[config.mk]
export PLATFORM = sky130hd
export DESIGN_NAME = score_bytestream_note_event_parser
export DESIGN_NICKNAME = d
export VERILOG_FILES = /design/src/design/sbnep_pkg.sv /design/src/design/score_bytestream_note_event_parser.sv /design/src/design/sbnep_front.sv /design/src/design/sbnep_queue.sv /design/src/design/sbnep_back.sv
export VERILOG_INCLUDE_DIRS = /design/src /design/src/design
export SDC_FILE = /design/constraint.sdc
export NUM_CORES = 1
export LEC_CHECK = 0
export BUFFER_PORTS_ARGS = -buffer_cell sky130_fd_sc_hd__buf_4
export CELL_PAD_IN_SITES_DETAIL_PLACEMENT = 0
export CELL_PAD_IN_SITES_GLOBAL_PLACEMENT = 1
export CORE_UTILIZATION = 47
export CTS_CLUSTER_SIZE = 12
export DETAILED_ROUTE_END_ITERATION = 8
export PLACE_DENSITY_LB_ADDON = 0.05
export SETUP_SLACK_MARGIN = 0.1
export SLEW_MARGIN = 20
export SYNTH_ARGS = -nofsm -noshare
export SYNTH_HDL_FRONTEND = slang
export SYNTH_MEMORY_MAX_BITS = 65536
export SYNTH_SLANG_ARGS = --single-unit
[constraint.sdc]
create_clock -name aclk -period 4.7 [get_ports aclk]
set_clock_uncertainty 0.15 [all_clocks]
set_input_delay 1.41 -clock aclk [delete_from_list [all_inputs] [get_ports aclk]]
set_output_delay 1.41 -clock aclk [all_outputs]
set_load 0.01 [all_outputs]
[src/design/assert_macros.svh]
// Assertion helpers used by the top-level parser.
`ifndef ASSERT_MACROS_SVH
`define ASSERT_MACROS_SVH

// Property that must hold at every clock edge outside reset.
`define ASSERT_CLK(label, clk, rstn, prop, msg) \
    label: assert property (@(posedge clk) disable iff (!rstn) (prop)) else $error(msg);

// Property checked at every clock edge, reset included.
`define ASSERT_ALWAYS(label, clk, prop, msg) \
    label: assert property (@(posedge clk) (prop)) else $error(msg);

`endif

[src/design/sbnep_pkg.sv]
package sbnep_pkg;

    typedef enum logic [2:0] {
        EV_NOTE_ON  = 3'd0,
        EV_NOTE_OFF = 3'd1,
        EV_DELAY    = 3'd2,
        EV_REWIND   = 3'd3,
        EV_HALT     = 3'd4
    } event_kind_t;

    typedef enum logic [1:0] {
        PH_CMD   = 2'd0,
        PH_DLO   = 2'd1,
        PH_NOTE  = 2'd2,
        PH_VEL   = 2'd3
    } phase_t;

    typedef enum logic [1:0] {
        BK_IDLE = 2'd0,
        BK_DIV  = 2'd1,
        BK_OUT  = 2'd2
    } back_state_t;

    localparam logic [1:0] REG_TEMPO     = 2'd0;
    localparam logic [1:0] REG_TRANSPOSE = 2'd1;
    localparam logic [1:0] REG_REPEAT    = 2'd2;

    localparam logic [3:0] CMD_NOTE_ON   = 4'h9;
    localparam logic [3:0] CMD_NOTE_OFF  = 4'h8;
    localparam logic [3:0] CMD_REWIND    = 4'hE;
    localparam logic [3:0] CMD_END_SCORE = 4'hF;

    // Classified work item handed from the front to the back.
    typedef struct packed {
        event_kind_t kind;
        logic [3:0]  chan;
        logic [6:0]  note;
        logic [6:0]  vel;
        logic [14:0] ticks;
    } work_t;

    function automatic logic [21:0] freq_lookup(input logic [6:0] n);
        logic [21:0] f;
        begin
            unique case (n)
                7'd0: f = 22'd2093; 7'd1: f = 22'd2217; 7'd2: f = 22'd2349;
                7'd3: f = 22'd2489; 7'd4: f = 22'd2637; 7'd5: f = 22'd2794;
                7'd6: f = 22'd2960; 7'd7: f = 22'd3136; 7'd8: f = 22'd3322;
                7'd9: f = 22'd3520; 7'd10: f = 22'd3729; 7'd11: f = 22'd3951;
                7'd12: f = 22'd4186; 7'd13: f = 22'd4435; 7'd14: f = 22'd4699;
                7'd15: f = 22'd4978; 7'd16: f = 22'd5274; 7'd17: f = 22'd5588;
                7'd18: f = 22'd5920; 7'd19: f = 22'd6272; 7'd20: f = 22'd6645;
                7'd21: f = 22'd7040; 7'd22: f = 22'd7459; 7'd23: f = 22'd7902;
                7'd24: f = 22'd8372; 7'd25: f = 22'd8870; 7'd26: f = 22'd9397;
                7'd27: f = 22'd9956; 7'd28: f = 22'd10548; 7'd29: f = 22'd11175;
                7'd30: f = 22'd11840; 7'd31: f = 22'd12544; 7'd32: f = 22'd13290;
                7'd33: f = 22'd14080; 7'd34: f = 22'd14917; 7'd35: f = 22'd15804;
                7'd36: f = 22'd16744; 7'd37: f = 22'd17740; 7'd38: f = 22'd18795;
                7'd39: f = 22'd19912; 7'd40: f = 22'd21096; 7'd41: f = 22'd22351;
                7'd42: f = 22'd23680; 7'd43: f = 22'd25088; 7'd44: f = 22'd26580;
                7'd45: f = 22'd28160; 7'd46: f = 22'd29834; 7'd47: f = 22'd31609;
                7'd48: f = 22'd33488; 7'd49: f = 22'd35479; 7'd50: f = 22'd37589;
                7'd51: f = 22'd39824; 7'd52: f = 22'd42192; 7'd53: f = 22'd44701;
                7'd54: f = 22'd47359; 7'd55: f = 22'd50175; 7'd56: f = 22'd53159;
                7'd57: f = 22'd56320; 7'd58: f = 22'd59669; 7'd59: f = 22'd63217;
                7'd60: f = 22'd66976; 7'd61: f = 22'd70959; 7'd62: f = 22'd75178;
                7'd63: f = 22'd79649; 7'd64: f = 22'd84385; 7'd65: f = 22'd89402;
                7'd66: f = 22'd94719; 7'd67: f = 22'd100351; 7'd68: f = 22'd106318;
                7'd69: f = 22'd112640; 7'd70: f = 22'd119338; 7'd71: f = 22'd126434;
                7'd72: f = 22'd133952; 7'd73: f = 22'd141918; 7'd74: f = 22'd150356;
                7'd75: f = 22'd159297; 7'd76: f = 22'd168769; 7'd77: f = 22'd178805;
                7'd78: f = 22'd189437; 7'd79: f = 22'd200702; 7'd80: f = 22'd212636;
                7'd81: f = 22'd225280; 7'd82: f = 22'd238676; 7'd83: f = 22'd252868;
                7'd84: f = 22'd267905; 7'd85: f = 22'd283835; 7'd86: f = 22'd300713;
                7'd87: f = 22'd318594; 7'd88: f = 22'd337539; 7'd89: f = 22'd357610;
                7'd90: f = 22'd378874; 7'd91: f = 22'd401403; 7'd92: f = 22'd425272;
                7'd93: f = 22'd450560; 7'd94: f = 22'd477352; 7'd95: f = 22'd505736;
                7'd96: f = 22'd535809; 7'd97: f = 22'd567670; 7'd98: f = 22'd601425;
                7'd99: f = 22'd637188; 7'd100: f = 22'd675077; 7'd101: f = 22'd715219;
                7'd102: f = 22'd757749; 7'd103: f = 22'd802807; 7'd104: f = 22'd850544;
                7'd105: f = 22'd901120; 7'd106: f = 22'd954703; 7'd107: f = 22'd1011473;
                7'd108: f = 22'd1071618; 7'd109: f = 22'd1135340;
                7'd110: f = 22'd1202851; 7'd111: f = 22'd1274376;
                7'd112: f = 22'd1350154; 7'd113: f = 22'd1430439;
                7'd114: f = 22'd1515497; 7'd115: f = 22'd1605613;
                7'd116: f = 22'd1701088; 7'd117: f = 22'd1802240;
                7'd118: f = 22'd1909407; 7'd119: f = 22'd2022946;
                7'd120: f = 22'd2143237; 7'd121: f = 22'd2270680;
                7'd122: f = 22'd2405702; 7'd123: f = 22'd2548752;
                7'd124: f = 22'd2700309; 7'd125: f = 22'd2860878;
                7'd126: f = 22'd3030994;
                default: f = 22'd3211227;
            endcase
            return f;
        end
    endfunction

    // Index is the clamped velocity 1..127; index 0 is never used.
    function automatic logic [15:0] amp_lookup(input logic [6:0] v);
        logic [15:0] a;
        begin
            unique case (v)
                7'd1: a = 16'd583; 7'd2: a = 16'd644; 7'd3: a = 16'd709;
                7'd4: a = 16'd777; 7'd5: a = 16'd848; 7'd6: a = 16'd922;
                7'd7: a = 16'd999; 7'd8: a = 16'd1079; 7'd9: a = 16'd1163;
                7'd10: a = 16'd1249; 7'd11: a = 16'd1339; 7'd12: a = 16'd1432;
                7'd13: a = 16'd1527; 7'd14: a = 16'd1626; 7'd15: a = 16'd1728;
                7'd16: a = 16'd1833; 7'd17: a = 16'd1941; 7'd18: a = 16'd2053;
                7'd19: a = 16'd2167; 7'd20: a = 16'd2285; 7'd21: a = 16'd2405;
                7'd22: a = 16'd2529; 7'd23: a = 16'd2656; 7'd24: a = 16'd2785;
                7'd25: a = 16'd2918; 7'd26: a = 16'd3054; 7'd27: a = 16'd3194;
                7'd28: a = 16'd3336; 7'd29: a = 16'd3481; 7'd30: a = 16'd3630;
                7'd31: a = 16'd3781; 7'd32: a = 16'd3936; 7'd33: a = 16'd4094;
                7'd34: a = 16'd4255; 7'd35: a = 16'd4418; 7'd36: a = 16'd4586;
                7'd37: a = 16'd4756; 7'd38: a = 16'd4929; 7'd39: a = 16'd5106;
                7'd40: a = 16'd5285; 7'd41: a = 16'd5467; 7'd42: a = 16'd5653;
                7'd43: a = 16'd5842; 7'd44: a = 16'd6034; 7'd45: a = 16'd6229;
                7'd46: a = 16'd6427; 7'd47: a = 16'd6628; 7'd48: a = 16'd6832;
                7'd49: a = 16'd7040; 7'd50: a = 16'd7250; 7'd51: a = 16'd7464;
                7'd52: a = 16'd7680; 7'd53: a = 16'd7900; 7'd54: a = 16'd8123;
                7'd55: a = 16'd8349; 7'd56: a = 16'd8578; 7'd57: a = 16'd8810;
                7'd58: a = 16'd9046; 7'd59: a = 16'd9284; 7'd60: a = 16'd9526;
                7'd61: a = 16'd9770; 7'd62: a = 16'd10018; 7'd63: a = 16'd10269;
                7'd64: a = 16'd10522; 7'd65: a = 16'd10779; 7'd66: a = 16'd11040;
                7'd67: a = 16'd11303; 7'd68: a = 16'd11569; 7'd69: a = 16'd11838;
                7'd70: a = 16'd12111; 7'd71: a = 16'd12387; 7'd72: a = 16'd12665;
                7'd73: a = 16'd12947; 7'd74: a = 16'd13232; 7'd75: a = 16'd13520;
                7'd76: a = 16'd13811; 7'd77: a = 16'd14105; 7'd78: a = 16'd14403;
                7'd79: a = 16'd14703; 7'd80: a = 16'd15006; 7'd81: a = 16'd15313;
                7'd82: a = 16'd15623; 7'd83: a = 16'd15935; 7'd84: a = 16'd16251;
                7'd85: a = 16'd16570; 7'd86: a = 16'd16893; 7'd87: a = 16'd17218;
                7'd88: a = 16'd17546; 7'd89: a = 16'd17877; 7'd90: a = 16'd18212;
                7'd91: a = 16'd18550; 7'd92: a = 16'd18890; 7'd93: a = 16'd19234;
                7'd94: a = 16'd19581; 7'd95: a = 16'd19931; 7'd96: a = 16'd20284;
                7'd97: a = 16'd20640; 7'd98: a = 16'd20999; 7'd99: a = 16'd21362;
                7'd100: a = 16'd21727; 7'd101: a = 16'd22096; 7'd102: a = 16'd22468;
                7'd103: a = 16'd22843; 7'd104: a = 16'd23220; 7'd105: a = 16'd23601;
                7'd106: a = 16'd23986; 7'd107: a = 16'd24373; 7'd108: a = 16'd24763;
                7'd109: a = 16'd25156; 7'd110: a = 16'd25553; 7'd111: a = 16'd25953;
                7'd112: a = 16'd26355; 7'd113: a = 16'd26761; 7'd114: a = 16'd27170;
                7'd115: a = 16'd27582; 7'd116: a = 16'd27997; 7'd117: a = 16'd28415;
                7'd118: a = 16'd28837; 7'd119: a = 16'd29261; 7'd120: a = 16'd29688;
                7'd121: a = 16'd30119; 7'd122: a = 16'd30553; 7'd123: a = 16'd30990;
                7'd124: a = 16'd31430; 7'd125: a = 16'd31873; 7'd126: a = 16'd32319;
                7'd127: a = 16'd32768;
                default: a = 16'd583;
            endcase
            return a;
        end
    endfunction

endpackage

[src/design/score_bytestream_note_event_parser.sv]
// Score byte parser: one score byte per input beat; note-on, note-off, delay, rewind and
// halt events leave one per output beat. Command and operand bytes are parsed into work
// items held in a two-entry queue; a note or control event then goes straight to the
// event builder's output register, while a delay first runs 23 steps of the bit-serial
// tempo divider, which sets the rate for delay-heavy scores.
`include "assert_macros.svh"

module score_bytestream_note_event_parser #(
    parameter int NUM_VOICES  = 16,
    parameter int PITCH_COUNT = 128
) (
    input  logic        aclk,
    input  logic        aresetn,
    input  logic        cfg_we,
    input  logic [1:0]  cfg_index,
    input  logic [15:0] cfg_data,
    input  logic        s_valid,
    output logic        s_ready,
    input  logic [7:0]  s_score_byte,
    output logic        m_valid,
    input  logic        m_ready,
    output logic [2:0]  m_event_kind,
    output logic [3:0]  m_voice_channel,
    output logic [6:0]  m_note_number,
    output logic [15:0] m_amplitude_level,
    output logic [21:0] m_frequency_hz,
    output logic [22:0] m_delay_ms
);

    logic [15:0] tempo_reg;
    logic [7:0]  transpose_reg;
    logic        repeat_reg;

    logic             push, q_full, q_valid, q_pop;
    sbnep_pkg::work_t push_item, q_head;

    always_ff @(posedge aclk) begin
        if (!aresetn) begin
            tempo_reg     <= 16'd256;
            transpose_reg <= 8'd0;
            repeat_reg    <= 1'b0;
        end else if (cfg_we) begin
            unique case (cfg_index)
                sbnep_pkg::REG_TEMPO:     tempo_reg     <= cfg_data;
                sbnep_pkg::REG_TRANSPOSE: transpose_reg <= cfg_data[7:0];
                sbnep_pkg::REG_REPEAT:    repeat_reg    <= cfg_data[0];
                default: ;
            endcase
        end
    end

    sbnep_front #(.NUM_VOICES(NUM_VOICES), .PITCH_COUNT(PITCH_COUNT)) u_front (
        .aclk(aclk), .aresetn(aresetn),
        .byte_valid(s_valid), .byte_ready(s_ready), .score_byte(s_score_byte),
        .transpose(transpose_reg), .repeat_on(repeat_reg),
        .push(push), .push_item(push_item), .q_full(q_full)
    );

    sbnep_queue u_queue (
        .aclk(aclk), .aresetn(aresetn),
        .push(push), .push_item(push_item), .full(q_full),
        .pop(q_pop), .not_empty(q_valid), .head(q_head)
    );

    sbnep_back u_back (
        .aclk(aclk), .aresetn(aresetn),
        .q_valid(q_valid), .q_head(q_head), .q_pop(q_pop), .tempo(tempo_reg),
        .m_valid(m_valid), .m_ready(m_ready),
        .m_event_kind(m_event_kind), .m_voice_channel(m_voice_channel),
        .m_note_number(m_note_number), .m_amplitude_level(m_amplitude_level),
        .m_frequency_hz(m_frequency_hz), .m_delay_ms(m_delay_ms)
    );

    `ASSERT_CLK(a_no_push_full, aclk, aresetn, !(push && q_full), "push into full queue")
    `ASSERT_CLK(a_no_pop_empty, aclk, aresetn, !(q_pop && !q_valid), "pop from empty queue")
    `ASSERT_CLK(a_delay_nonzero, aclk, aresetn,
        !(m_valid && m_event_kind == sbnep_pkg::EV_DELAY && m_delay_ms == 23'd0),
        "zero delay delivered")

endmodule

[src/design/sbnep_front.sv]
// Score byte parser: tracks the operand phase and pushes one work item per event.
module sbnep_front #(
    parameter int NUM_VOICES  = 16,
    parameter int PITCH_COUNT = 128
) (
    input  logic              aclk,
    input  logic              aresetn,
    input  logic              byte_valid,
    output logic              byte_ready,
    input  logic [7:0]        score_byte,
    input  logic [7:0]        transpose,
    input  logic              repeat_on,
    output logic              push,
    output sbnep_pkg::work_t  push_item,
    input  logic              q_full
);

    sbnep_pkg::phase_t phase_reg, phase_next;
    logic [6:0] dhi_reg, dhi_next;
    logic [3:0] chan_reg, chan_next;
    logic [7:0] note_reg, note_next;

    logic       take;
    logic [8:0] tnote;
    logic [6:0] vel;

    assign byte_ready = !q_full;
    assign take = byte_valid && byte_ready;
    assign tnote = {1'b0, note_reg} + {transpose[7], transpose};
    assign vel = (score_byte == 8'd0) ? 7'd1 :
                 score_byte[7] ? 7'd127 : score_byte[6:0];

    always_ff @(posedge aclk) begin
        if (!aresetn) begin
            phase_reg <= sbnep_pkg::PH_CMD;
            dhi_reg   <= '0;
            chan_reg  <= '0;
            note_reg  <= '0;
        end else begin
            phase_reg <= phase_next;
            dhi_reg   <= dhi_next;
            chan_reg  <= chan_next;
            note_reg  <= note_next;
        end
    end

    always_comb begin
        phase_next = phase_reg;
        dhi_next   = dhi_reg;
        chan_next  = chan_reg;
        note_next  = note_reg;
        push       = 1'b0;
        push_item  = '0;
        if (take) begin
            unique case (phase_reg)
                sbnep_pkg::PH_DLO: begin
                    phase_next = sbnep_pkg::PH_CMD;
                    push = 1'b1;
                    push_item.kind  = sbnep_pkg::EV_DELAY;
                    push_item.ticks = {dhi_reg, score_byte};
                end
                sbnep_pkg::PH_NOTE: begin
                    note_next  = score_byte;
                    phase_next = sbnep_pkg::PH_VEL;
                end
                sbnep_pkg::PH_VEL: begin
                    phase_next = sbnep_pkg::PH_CMD;
                    // The sum is signed 9 bits; bit 8 set means negative.
                    push = !tnote[8] && ({23'd0, tnote} < 32'(PITCH_COUNT))
                           && ({28'd0, chan_reg} < 32'(NUM_VOICES));
                    push_item.kind = sbnep_pkg::EV_NOTE_ON;
                    push_item.chan = chan_reg;
                    push_item.note = tnote[6:0];
                    push_item.vel  = vel;
                end
                default: begin
                    phase_next = sbnep_pkg::PH_CMD;
                    if (!score_byte[7]) begin
                        dhi_next   = score_byte[6:0];
                        phase_next = sbnep_pkg::PH_DLO;
                    end else begin
                        priority case (score_byte[7:4])
                            sbnep_pkg::CMD_NOTE_ON: begin
                                chan_next  = score_byte[3:0];
                                phase_next = sbnep_pkg::PH_NOTE;
                            end
                            sbnep_pkg::CMD_NOTE_OFF: begin
                                push = {28'd0, score_byte[3:0]} < 32'(NUM_VOICES);
                                push_item.kind = sbnep_pkg::EV_NOTE_OFF;
                                push_item.chan = score_byte[3:0];
                            end
                            sbnep_pkg::CMD_REWIND: begin
                                push = 1'b1;
                                push_item.kind = sbnep_pkg::EV_REWIND;
                            end
                            sbnep_pkg::CMD_END_SCORE: begin
                                push = 1'b1;
                                push_item.kind = repeat_on ? sbnep_pkg::EV_REWIND
                                                           : sbnep_pkg::EV_HALT;
                            end
                            default: push = 1'b0;
                        endcase
                    end
                end
            endcase
        end
    end

endmodule

[src/design/sbnep_queue.sv]
// Two-entry FIFO between the parser and the event builder.
module sbnep_queue (
    input  logic              aclk,
    input  logic              aresetn,
    input  logic              push,
    input  sbnep_pkg::work_t  push_item,
    output logic              full,
    input  logic              pop,
    output logic              not_empty,
    output sbnep_pkg::work_t  head
);

    sbnep_pkg::work_t mem_reg [2];
    logic       wp_reg, rp_reg;
    logic [1:0] cnt_reg;

    assign full      = cnt_reg == 2'd2;
    assign not_empty = cnt_reg != 2'd0;
    assign head      = mem_reg[rp_reg];

    always_ff @(posedge aclk) begin
        if (push) begin
            mem_reg[wp_reg] <= push_item;
        end
    end

    always_ff @(posedge aclk) begin
        if (!aresetn) begin
            wp_reg  <= 1'b0;
            rp_reg  <= 1'b0;
            cnt_reg <= 2'd0;
        end else begin
            if (push) begin
                wp_reg <= !wp_reg;
            end
            if (pop) begin
                rp_reg <= !rp_reg;
            end
            cnt_reg <= cnt_reg + {1'b0, push} - {1'b0, pop};
        end
    end

endmodule

[src/design/sbnep_back.sv]
// Event builder: table lookups and a bit-serial tempo divider, then an output register.
module sbnep_back (
    input  logic              aclk,
    input  logic              aresetn,
    input  logic              q_valid,
    input  sbnep_pkg::work_t  q_head,
    output logic              q_pop,
    input  logic [15:0]       tempo,
    output logic              m_valid,
    input  logic              m_ready,
    output logic [2:0]        m_event_kind,
    output logic [3:0]        m_voice_channel,
    output logic [6:0]        m_note_number,
    output logic [15:0]       m_amplitude_level,
    output logic [21:0]       m_frequency_hz,
    output logic [22:0]       m_delay_ms
);

    sbnep_pkg::back_state_t st_reg, st_next;
    logic [22:0] quo_reg, quo_next;
    logic [15:0] rem_reg, rem_next;
    logic [4:0]  cnt_reg, cnt_next;
    logic [15:0] div_reg;
    logic        load, finish, hold;
    logic [16:0] trial;
    sbnep_pkg::work_t it;

    assign it = q_head;
    assign trial = {rem_reg, quo_reg[22]} - {1'b0, div_reg};

    always_ff @(posedge aclk) begin
        if (!aresetn) begin
            st_reg  <= sbnep_pkg::BK_IDLE;
            m_valid <= 1'b0;
        end else begin
            st_reg <= st_next;
            if (finish) begin
                m_valid <= 1'b1;
            end else if (m_ready) begin
                m_valid <= 1'b0;
            end
        end
    end

    always_ff @(posedge aclk) begin
        quo_reg <= quo_next;
        rem_reg <= rem_next;
        cnt_reg <= cnt_next;
        if (load) begin
            div_reg <= (tempo == 16'd0) ? 16'd1 : tempo;
        end
    end

    // Non-delay events go straight to the output register; delays divide first.
    always_ff @(posedge aclk) begin
        if (load && it.kind != sbnep_pkg::EV_DELAY) begin
            m_event_kind      <= it.kind;
            m_voice_channel   <= it.chan;
            m_note_number     <= (it.kind == sbnep_pkg::EV_NOTE_ON) ? it.note : 7'd0;
            m_amplitude_level <= (it.kind == sbnep_pkg::EV_NOTE_ON) ?
                                 sbnep_pkg::amp_lookup(it.vel) : 16'd0;
            m_frequency_hz    <= (it.kind == sbnep_pkg::EV_NOTE_ON) ?
                                 sbnep_pkg::freq_lookup(it.note) : 22'd0;
            m_delay_ms        <= '0;
        end else if (st_reg == sbnep_pkg::BK_DIV && cnt_reg == 5'd0) begin
            m_event_kind      <= sbnep_pkg::EV_DELAY;
            m_voice_channel   <= '0;
            m_note_number     <= '0;
            m_amplitude_level <= '0;
            m_frequency_hz    <= '0;
            m_delay_ms        <= quo_reg;
        end
    end

    always_comb begin
        st_next  = st_reg;
        quo_next = quo_reg;
        rem_next = rem_reg;
        cnt_next = cnt_reg;
        load     = 1'b0;
        finish   = 1'b0;
        q_pop    = 1'b0;
        hold     = m_valid && !m_ready;
        unique case (st_reg)
            sbnep_pkg::BK_IDLE: begin
                if (q_valid && !hold) begin
                    load  = 1'b1;
                    q_pop = 1'b1;
                    if (it.kind == sbnep_pkg::EV_DELAY) begin
                        quo_next = {it.ticks, 8'd0};
                        rem_next = '0;
                        cnt_next = 5'd23;
                        st_next  = sbnep_pkg::BK_DIV;
                    end else begin
                        finish = 1'b1;
                    end
                end
            end
            sbnep_pkg::BK_DIV: begin
                if (cnt_reg != 5'd0) begin
                    // One restoring-division step per cycle.
                    if (!trial[16]) begin
                        rem_next = trial[15:0];
                        quo_next = {quo_reg[21:0], 1'b1};
                    end else begin
                        rem_next = {rem_reg[14:0], quo_reg[22]};
                        quo_next = {quo_reg[21:0], 1'b0};
                    end
                    cnt_next = cnt_reg - 5'd1;
                end else if (!hold) begin
                    finish  = quo_reg != 23'd0;
                    st_next = sbnep_pkg::BK_IDLE;
                end
            end
            default: st_next = sbnep_pkg::BK_IDLE;
        endcase
    end

endmodule
==> flow_metrics.env, run 1 <==
export IMPL_cts_buffers=30
export IMPL_cp_arrival_ns=4.18
export IMPL_largest_reg_flops=72
export IMPL_avgSynthCellArea_sq_um=8.753
export IMPL_max_freq_ghz=0.2482
export IMPL_synth_compound_area_share_pct=23.97
export IMPL_most_common_layout_cells="261 x nand2_1, 184 x edfxtp_1, 182 x nor2_1"
export IMPL_grt_use_total_pct=29.05
export IMPL_place_ws_ns=0.8117
export IMPL_drt_total_wl_um=53390
export IMPL_relSlewSlack_pct=39.97
export IMPL_r2r_setup_slack_ns=0.67
export IMPL_cts_sinks=260
export IMPL_nets=2046
export IMPL_tightest_slew_ns=0.8829
export IMPL_period_share_pct=85.73
export IMPL_cp_cell_sequence="mux2_2, clkinv_1, ha_1, inv_1, o21ai_0, o21ai_0, a221o_1, a21oi_1, a2111oi_0, a311oi_1"
export IMPL_setup_tns_ns=0
export IMPL_rows=69
export IMPL_syn_nets=2021
export IMPL_reg2reg_depth=10
export IMPL_remaining_drc_errors=0
export IMPL_grt_antenna_before_repair=0
export IMPL_postRouteAntennaNets=0
export IMPL_hp_class="register to register"
export IMPL_cp_required_ns=4.85
export IMPL_syn_to_final_growth_pct=11.91
export IMPL_root_buffer="clkbuf_16"
export IMPL_crit_path_end="u_back.m_amplitude_level[1]$_SDFFCE_PN0P_"
export IMPL_cts_setup_buffers=0
export IMPL_path_common_cell="o21ai_0"
export IMPL_met3_usage_pct=4.988
export IMPL_power_density_mw_per_mm2=547.6
export IMPL_synth_top_area_share_pct=32.66
export IMPL_worstSetupPathType="register to register"
export IMPL_drt_iter0_drc=1742
export IMPL_wl_per_cell_um=21.85
export IMPL_io_buffers=107
export IMPL_grt_pass1_wl_um=83700
export IMPL_drive_gt1_share_pct=12.31
export IMPL_die_height_um=191.7
export IMPL_gr_total_overflow=0
export IMPL_cts_tree="yes"
export IMPL_synth_top_family_by_area="compound AO/OA/AOI/OAI gates"
export IMPL_cp_num_cells=10
export IMPL_synth_mux_area_share_pct=5.657
export IMPL_finalCoreUtilization_pct=53.37
export IMPL_slew_viol_final=0
export IMPL_cp_start_kind="register"
export IMPL_yosys_top_cells_area="edfxtp_1 33%, dfxtp_1 9.0%, nand2_1 5.8%, a21oi_1 5.2%, o21ai_0 4.1%"
export IMPL_vias=15410
export IMPL_gp_congestion=0.9971
export IMPL_timing_final_crit_period_ns=4.029
export IMPL_cts_htree_levels=1
export IMPL_yosys_area_top_type="edfxtp_1"
export IMPL_yosys_warnings=0
export IMPL_place_hpwl_um=36360
export IMPL_cts_hold_buf=0
export IMPL_final_common_cell="nand2_1"
export IMPL_synth_xor_area_share_pct=1.191
export IMPL_fillers=3369
export IMPL_fin_ws_ns=0.6707
export IMPL_coreArea_sq_mm=0.03548
export IMPL_ys_flop_type="edfxtp_1"
export IMPL_grt_pass1_vias=14574
export IMPL_clk_path_buf_depth=3
export IMPL_end_kind="register"
export IMPL_grt_max_degree=62
export IMPL_timing_rr_end="u_back.m_amplitude_level[1]$_SDFFCE_PN0P_"
export IMPL_status="finished clean"
export IMPL_hold_violations=0
export IMPL_use_met2_pct=43.28
export IMPL_die_x_um=191.7
export IMPL_peakVddDrop_mv=0.3300
export IMPL_critPathTopFamily="compound AO/OA/AOI/OAI gates"
export IMPL_worst_path_max_fanout=24
export IMPL_use_met1_pct=40.95
export IMPL_ys_seq_area_share_pct=41.65
export IMPL_crit_slowest_cell="dfxtp_4"
export IMPL_cp_buffers_inverters=2
export IMPL_via_per_inst=6.308
export IMPL_synth_cell_type_count=81
export IMPL_leakagePower_uw=0.006936
export IMPL_io_pins=108
export IMPL_clk_latency_ns=0.59
export IMPL_syn_inst=1933
export IMPL_dr_pass1_iters=7
export IMPL_die_area_sq_mm=0.03676
export IMPL_synth_edf_count=184
export IMPL_ys_async_sr_fraction_pct=0
export IMPL_rsz0062_at_grt="false"
export IMPL_synthAdderAreaFrac_pct=4.304
export IMPL_ys_ff_latch=260
export IMPL_setup_violations=0
export IMPL_initial_core_util_pct=47.69
export IMPL_diodes=0
export IMPL_synth_area_sq_mm=0.01692
export IMPL_slowest_delay_ns=0.58
export IMPL_cap_violations=0
export IMPL_synth_simple_area_share_pct=17.67
export IMPL_grt_busiest_layer="met2"
export IMPL_clk_pin_slew_ns=0.06
export IMPL_cts_resized_gates=0
## tightest hold or removal path, stage by stage, from the launching register on
cell	delay, ns
dfxtp_1	0.31
nand2_1	0.05
a21oi_1	0.05
## metrics by stage
| stage | cells | hold slack, ns | total power [uW] | instance area (sq um) |
|---|---|---|---|---|
| after floorplan | 1933 | 0.2935 | 6504 | 16920 |
| after global placement | 2387 | 0.2895 | 8054 | 17980 |
| after detailed placement | 2387 | 0.2964 | 8021 | 17980 |
| after CTS | 2443 | 0.3063 | 10300 | 18940 |
| after global routing | 2443 | 0.3205 | 10960 | 18940 |
| final | 2443 | 0.3022 | 10370 | 18940 |
## synthesized netlist by cell type, types with 17 or more instances
library cell / n
a211oi_1: 35
a21boi_0: 36
a21oi_1: 177
a221oi_1: 17
a31oi_1: 26
and2_1: 35
buf_2: 38
buf_4: 17
clkbuf_1: 97
dfxtp_1: 76
edfxtp_1: 184
ha_1: 55
inv_1: 42
mux2i_1: 69
nand2_1: 262
nand2b_1: 19
nand3_1: 47
nor2_1: 183
nor2b_1: 24
nor3_1: 40
o211ai_1: 37
o21ai_0: 139
o22ai_1: 20
## worst min path at each step
stage | start | endpoint | slack, ns | cells past startpoint
floorplan | tempo_reg[0]$_SDFFE_PN0P_ | tempo_reg[0]$_SDFFE_PN0P_ | 0.29 | 2
global placement | tempo_reg[8]$_SDFFE_PN1P_ | u_back.div_reg[8]$_SDFFCE_PN0P_ | 0.29 | 0
detailed placement | tempo_reg[8]$_SDFFE_PN1P_ | u_back.div_reg[8]$_SDFFCE_PN0P_ | 0.30 | 0
CTS | u_back.m_delay_ms[18]$_SDFFE_PP0P_ | u_back.m_delay_ms[18]$_SDFFE_PP0P_ | 0.31 | 2
global route | u_back.m_delay_ms[10]$_SDFFE_PP0P_ | u_back.m_delay_ms[10]$_SDFFE_PP0P_ | 0.32 | 2
finish | u_back.m_delay_ms[16]$_SDFFE_PP0P_ | u_back.m_delay_ms[16]$_SDFFE_PP0P_ | 0.30 | 2
## power breakdown
group	total [uW]	switching (uW)	internal [uW]
Sequential	3130	202	2920
Combinational	5000	3280	1710
Clock	2250	956	1290
## routing by layer
layer  routed length (um)  vias up
met4                 2316        0
met1                23390     7220
met5                    0        -
li1                     -     7186
met3                 4771      190
met2                22910      814
## final cells by class
class	count	area [sq um]	area share, %
multi-input cells	1463	8992	47.49
flip-flops and latches	260	7051	37.23
repair buffers	154	1181	6.238
clock buffers	45	837.1	4.421
well taps	461	576.8	3.046
inverters	49	183.9	0.9713
clock inverters	11	113.9	0.6013
## logic make-up (layout without fill, tap and decap cells)
group | Yosys count | in the layout
xor+xnor | 23 | 23
simple gates | 665 | 665
compound gates | 630 | 630
flops | 260 | 260
mux | 88 | 88
buf+inv | 210 | 259
fa+ha+maj | 57 | 57
Note: power is estimated with default switching activity, not from simulation.
==> run 2, diff against run 1 <==
--- a/config.mk
+++ b/config.mk
@@ -7,12 +7,12 @@
 export NUM_CORES = 1
 export LEC_CHECK = 0
 export BUFFER_PORTS_ARGS = -buffer_cell sky130_fd_sc_hd__buf_4
-export CELL_PAD_IN_SITES_DETAIL_PLACEMENT = 0
-export CELL_PAD_IN_SITES_GLOBAL_PLACEMENT = 1
+export CORE_ASPECT_RATIO = 0.6
 export CORE_UTILIZATION = 47
 export CTS_CLUSTER_SIZE = 12
 export DETAILED_ROUTE_END_ITERATION = 8
 export PLACE_DENSITY_LB_ADDON = 0.05
+export REMOVE_ABC_BUFFERS = 1
 export SETUP_SLACK_MARGIN = 0.1
 export SLEW_MARGIN = 20
 export SYNTH_ARGS = -nofsm -noshare
==> flow_metrics.env, run 2 (synthesis results as in run 1) <==
export IMPL_nets=2049
export IMPL_dpl_cell_area_sq_mm=0.01804
export IMPL_leakagePower_uw=0.006917
export IMPL_place_hpwl_um=38500
export IMPL_setup_violations=0
export IMPL_drive_gt1_share_pct=12.36
export IMPL_via_per_inst=6.419
export IMPL_cp_cell_sequence="mux2_2, clkinv_1, ha_1, inv_1, a21oi_1, a21oi_1, and2_1, o21ai_0, a2111oi_0, nor3_1"
export IMPL_grt_antenna_before_repair=2
export IMPL_drt_iter0_drc=2289
export IMPL_root_buffer="clkbuf_16"
export IMPL_remaining_drc_errors=16
export IMPL_period_share_pct=86.71
export IMPL_hp_class="register to register"
export IMPL_die_height_um=149.0
export IMPL_final_common_cell="nand2_1"
export IMPL_p_sw_share_pct=43.41
export IMPL_largest_reg_flops=72
export IMPL_coreArea_sq_mm=0.03521
export IMPL_syn_to_final_growth_pct=11.59
export IMPL_clk_pin_slew_ns=0.06
export IMPL_fillers=3236
export IMPL_cts_htree_levels=1
export IMPL_hold_ws_ns=0.3064
export IMPL_critPathTopFamily="compound AO/OA/AOI/OAI gates"
export IMPL_setup_tns_ns=0
export IMPL_postRouteAntennaNets=0
export IMPL_timing_rr_end="u_back.m_amplitude_level[11]$_SDFFCE_PN0P_"
export IMPL_slowest_delay_ns=0.67
export IMPL_end_kind="register"
export IMPL_sequentialPowerShare_pct=30.3
export IMPL_cp_num_cells=10
export IMPL_gp_congestion=0.9940
export IMPL_gr_total_overflow=0
export IMPL_io_pins=108
export IMPL_crit_slowest_cell="ha_1"
export IMPL_wl_per_cell_um=22.57
export IMPL_clk_path_buf_depth=3
export IMPL_grt_use_total_pct=29.92
export IMPL_vias=15721
export IMPL_drt_total_wl_um=55270
export IMPL_worstSetupPathType="register to register"
export IMPL_most_common_layout_cells="261 x nand2_1, 184 x edfxtp_1, 182 x nor2_1"
export IMPL_cp_required_ns=4.84
export IMPL_p_switching_uw=4476
export IMPL_grt_pass1_vias=14443
export IMPL_clkPwrFrac_pct=20.3
export IMPL_cp_buffers_inverters=2
export IMPL_tightest_slew_ns=0.9578
export IMPL_cts_setup_buffers=0
export IMPL_cts_sinks=260
export IMPL_cp_start_kind="register"
export IMPL_peakVddDrop_mv=0.2860
export IMPL_p_comb_share_pct=49.4
export IMPL_die_area_sq_mm=0.03679
export IMPL_p_int_uw=5836
export IMPL_r2r_setup_slack_ns=0.62
export IMPL_cts_tree="yes"
export IMPL_initial_core_util_pct=48.05
export IMPL_power_density_mw_per_mm2=546.1
export IMPL_timing_final_crit_period_ns=4.075
export IMPL_cp_arrival_ns=4.21
export IMPL_status="finished with violations"
export IMPL_dr_pass1_iters=8
export IMPL_clk_latency_ns=0.56
export IMPL_cts_resized_gates=0
export IMPL_min_path_cells=2
export IMPL_cts_hold_buf=0
export IMPL_finalInstanceArea_sq_mm=0.01888
export IMPL_path_common_cell="a21oi_1"
export IMPL_reg2reg_depth=10
export IMPL_die_x_um=247.0
export IMPL_slew_viol_final=0
export IMPL_max_freq_ghz=0.2454
export IMPL_diodes=0
export IMPL_hold_violations=0
export IMPL_cts_buffers=27
export IMPL_io_buffers=107
export IMPL_worst_path_max_fanout=21
export IMPL_grt_pass1_wl_um=85770
export IMPL_grt_max_degree=57
export IMPL_relSlewSlack_pct=35.34
export IMPL_violations="DRC"
export IMPL_crit_path_end="u_back.m_amplitude_level[11]$_SDFFCE_PN0P_"
export IMPL_rows=53
export IMPL_rsz0062_at_grt="false"
export IMPL_cap_violations=0
[run 2: cell count changes in the layout (fill, tap and decap cells not counted), sizes merged]
cell | before | now
clkinvlp | 1 | 0
clkbuf | 45 | 46
bufinv | 1 | 0
buf | 154 | 160
clkinv | 9 | 5
inv | 49 | 48
[run 2: worst min path at each step]
stage | from | end | slack, ns
2_1_floorplan | tempo_reg[15]$_SDFFE_PN0P_ | u_back.div_reg[15]$_SDFFCE_PN0P_ | 0.28
4_1_cts | u_back.m_delay_ms[5]$_SDFFE_PP0P_ | u_back.m_delay_ms[5]$_SDFFE_PP0P_ | 0.31
3_5_place_dp | tempo_reg[6]$_SDFFE_PN0P_ | u_back.div_reg[6]$_SDFFCE_PN0P_ | 0.29
3_3_place_gp | u_back.m_delay_ms[9]$_SDFFE_PP0P_ | u_back.m_delay_ms[9]$_SDFFE_PP0P_ | 0.29
5_1_grt | tempo_reg[10]$_SDFFE_PN0P_ | u_back.div_reg[10]$_SDFFCE_PN0P_ | 0.33
6_report | u_back.m_delay_ms[9]$_SDFFE_PP0P_ | u_back.m_delay_ms[9]$_SDFFE_PP0P_ | 0.31
[run 2: layout make-up]
cell class	instances	area [sq um]	area share (%)
Clock buffer	46	818.3	4.334
Clock inverter	4	23.77	0.1259
Inverter	49	183.9	0.9742
Multi-Input combinational cell	1463	8994	47.63
Sequential cell	260	7051	37.34
Tap cell	467	584.3	3.095
Timing Repair Buffer	160	1226	6.494
[run 2: worst reg2reg max path, stage by stage, from the launching register on]
cell and delay, ns:
dfxtp_4 0.58, mux2_2 0.39, clkinv_1 0.54, ha_1 0.68, inv_1 0.21, a21oi_1 0.09
a21oi_1 0.22, and2_1 0.29, o21ai_0 0.13, a2111oi_0 0.47, nor3_1 0.09
[run 2: power groups by stage]
stage / Combinational, uW / Sequential, uW / Clock, uW
after global routing: 5480 / 3160 / 2220
after detailed placement: 4900 / 3170 / 0
after CTS: 4930 / 3130 / 2140
final: 5090 / 3130 / 2090
after floorplan: 3050 / 3270 / 0
after global placement: 4930 / 3170 / 0
[run 2: metal layers]
layer / up-vias / wire, um / part of all wire [%] / GRT usage (%)
met5: - / 0 / 0 / 0
met4: 0 / 1309 / 2.4 / 6.821
met3: 124 / 6552 / 12 / 8.365
met2: 959 / 20920 / 38 / 38.82
met1: 7430 / 26490 / 48 / 47.56
li1: 7208 / - / - / -
[run 2: per-stage QoR]
step | instances | setup slack (ns) | total power [uW] | utilization [%]
6_report | 2449 | 0.6247 | 10310 | 53.62
5_1_grt | 2449 | 0.5841 | 10860 | 53.62
4_1_cts | 2449 | 0.7987 | 10200 | 53.62
3_5_place_dp | 2399 | 0.8040 | 8073 | 51.23
3_3_place_gp | 2399 | 0.8045 | 8101 | 51.23
2_1_floorplan | 1772 | -2.240 | 6320 | -
==> run 3, diff against run 2 <==
==> constraint.sdc (replaced) <==
create_clock -name aclk -period 4.9 [get_ports aclk]
set_clock_uncertainty 0.15 [all_clocks]
set_input_delay 1.47 -clock aclk [delete_from_list [all_inputs] [get_ports aclk]]
set_output_delay 1.47 -clock aclk [all_outputs]
set_load 0.01 [all_outputs]
==> flow_metrics.env, run 3 (synthesis results as in run 1) <==
export IMPL_coreArea_sq_mm=0.03521
export IMPL_syn_to_final_growth_pct=11.41
export IMPL_power_density_mw_per_mm2=526.0
export IMPL_grt_antenna_before_repair=0
export IMPL_max_freq_ghz=0.2517
export IMPL_timing_final_crit_period_ns=3.973
export IMPL_cts_buffers=29
export IMPL_peakVddDrop_mv=0.2780
export IMPL_io_pins=108
export IMPL_cts_tree="yes"
export IMPL_postRouteAntennaNets=0
export IMPL_nets=2038
export IMPL_root_buffer="clkbuf_16"
export IMPL_io_buffers=107
export IMPL_vias=15578
export IMPL_slowest_delay_ns=0.60
export IMPL_total_power_uw=9915
export IMPL_crit_path_end="u_back.m_amplitude_level[11]$_SDFFCE_PN0P_"
export IMPL_remaining_drc_errors=16
export IMPL_gp_congestion=0.9999
export IMPL_die_x_um=247.0
export IMPL_hold_ws_ns=0.3026
export IMPL_worst_path_max_fanout=19
export IMPL_timing_rr_end="u_back.m_amplitude_level[11]$_SDFFCE_PN0P_"
export IMPL_status="finished with violations"
export IMPL_clk_path_buf_depth=3
export IMPL_drive_gt1_share_pct=12.06
export IMPL_cp_arrival_ns=4.13
export IMPL_cp_start_kind="register"
export IMPL_gr_total_overflow=0
export IMPL_violations="DRC"
export IMPL_hold_violations=0
export IMPL_cts_hold_buf=0
export IMPL_seqCellArea_sq_mm=0.007051
export IMPL_fin_cells=2440
export IMPL_grt_use_total_pct=29.09
export IMPL_largest_reg_flops=72
export IMPL_drt_iter0_drc=2189
export IMPL_die_height_um=149.0
export IMPL_multiInputGateArea_sq_mm=0.008994
export IMPL_dr_pass1_iters=8
export IMPL_cp_cell_sequence="mux2_2, clkinv_1, ha_1, inv_1, a21oi_1, a21oi_1, and2_1, a21oi_1, a2111oi_0, nor3_1"
export IMPL_path_common_cell="a21oi_1"
export IMPL_rsz0062_at_grt="false"
export IMPL_cap_violations=0
export IMPL_setup_violations=0
export IMPL_cts_htree_levels=1
export IMPL_placedCellCount=2385
export IMPL_cts_resized_gates=0
export IMPL_end_kind="register"
export IMPL_cts_setup_buffers=0
export IMPL_fillers=3315
export IMPL_r2r_setup_slack_ns=0.93
export IMPL_finalCoreUtilization_pct=53.53
export IMPL_rows=53
export IMPL_die_area_sq_mm=0.03679
export IMPL_crit_slowest_cell="clkinv_1"
export IMPL_drt_total_wl_um=54290
export IMPL_most_common_layout_cells="261 x nand2_1, 184 x edfxtp_1, 182 x nor2_1"
export IMPL_tightest_slew_ns=1.046
export IMPL_clk_latency_ns=0.58
export IMPL_via_per_inst=6.384
export IMPL_clk_pin_slew_ns=0.06
export IMPL_slew_viol_final=0
export IMPL_grt_pass1_vias=14035
export IMPL_worstSetupPathType="register to register"
export IMPL_final_common_cell="nand2_1"
export IMPL_wl_per_cell_um=22.25
export IMPL_grt_pass1_wl_um=83450
export IMPL_period_share_pct=81.09
export IMPL_reg2reg_depth=10
export IMPL_place_hpwl_um=37560
export IMPL_min_path_cells=0
export IMPL_relSlewSlack_pct=28.80
export IMPL_hp_class="register to register"
export IMPL_leakagePower_uw=0.006893
export IMPL_initial_core_util_pct=48.05
export IMPL_cp_required_ns=5.06
export IMPL_cts_sinks=260
export IMPL_grt_max_degree=57
export IMPL_diodes=0
==> run 3: cell types whose count changed in the layout (fill, tap and decap cells not counted), moves of 2 or more <==
cell	previous run	this run
inv_4	0	3
buf_4	158	145
clkbuf_1	13	11
clkbuf_16	28	30
==> run 3: area by class of cell <==
cell class | instances | share of cell area, %
Multi-Input combinational cell | 1463 | 47.71
Sequential cell | 260 | 37.40
Tap cell | 467 | 3.100
Clock buffer | 45 | 4.494
Inverter | 49 | 0.9757
Clock inverter | 9 | 0.3783
Timing Repair Buffer | 147 | 5.941
==> run 3: per-layer routing <==
metal | up-vias | share of wire, % | GRT usage, % | routed length, um
li1 | 7181 | - | - | -
met1 | 7367 | 48 | 46.81 | 26240
met2 | 924 | 38 | 37.37 | 20700
met3 | 106 | 11 | 7.771 | 6163
met4 | 0 | 2.2 | 6.574 | 1181
met5 | - | 0 | 0 | 0
==> run 3: worst min path at each step <==
stage                                        from                                 end  slack [ns]
2_1_floorplan          tempo_reg[15]$_SDFFE_PN0P_    u_back.div_reg[15]$_SDFFCE_PN0P_        0.28
3_3_place_gp            tempo_reg[6]$_SDFFE_PN0P_     u_back.div_reg[6]$_SDFFCE_PN0P_        0.29
3_5_place_dp    u_back.m_delay_ms[4]$_SDFFE_PP0P_   u_back.m_delay_ms[4]$_SDFFE_PP0P_        0.30
4_1_cts                tempo_reg[14]$_SDFFE_PN0P_    u_back.div_reg[14]$_SDFFCE_PN0P_        0.30
5_1_grt        u_back.m_delay_ms[20]$_SDFFE_PP0P_  u_back.m_delay_ms[20]$_SDFFE_PP0P_        0.32
6_report               tempo_reg[14]$_SDFFE_PN0P_    u_back.div_reg[14]$_SDFFCE_PN0P_        0.30
==> run 3: where the power goes <==
part / switching (uW) / internal (uW) / total (uW) / leakage [uW]
clock network: 916 / 1200 / 2110 / 0.000455
logic: 3190 / 1620 / 4810 / 0.00405
registers: 187 / 2800 / 2990 / 0.00239
==> run 3: stage by stage <==
| stage | worst slack (ns) | TNS, ns | area [sq um] |
|---|---|---|---|
| 4_1_cts | 1.072 | 0 | 18840 |
| 3_3_place_gp | 0.8381 | 0 | 17920 |
| 2_1_floorplan | -2.040 | -131.45 | 16160 |
| 5_1_grt | 0.7571 | 0 | 18850 |
| 6_report | 0.9267 | 0 | 18850 |
| 3_5_place_dp | 0.7579 | 0 | 17920 |
==> run 3: worst max-delay path, delay by kind of cell (launching register included) <==
family | cells | cell delay, ns
multiplexers | 1 | 0.52
adder cells (fa/ha/maj) | 1 | 0.45
flip-flops | 1 | 0.48
AND/OR/NAND/NOR | 2 | 0.41
AO/OA/AOI/OAI | 4 | 0.95
buffers and inverters | 2 | 0.75
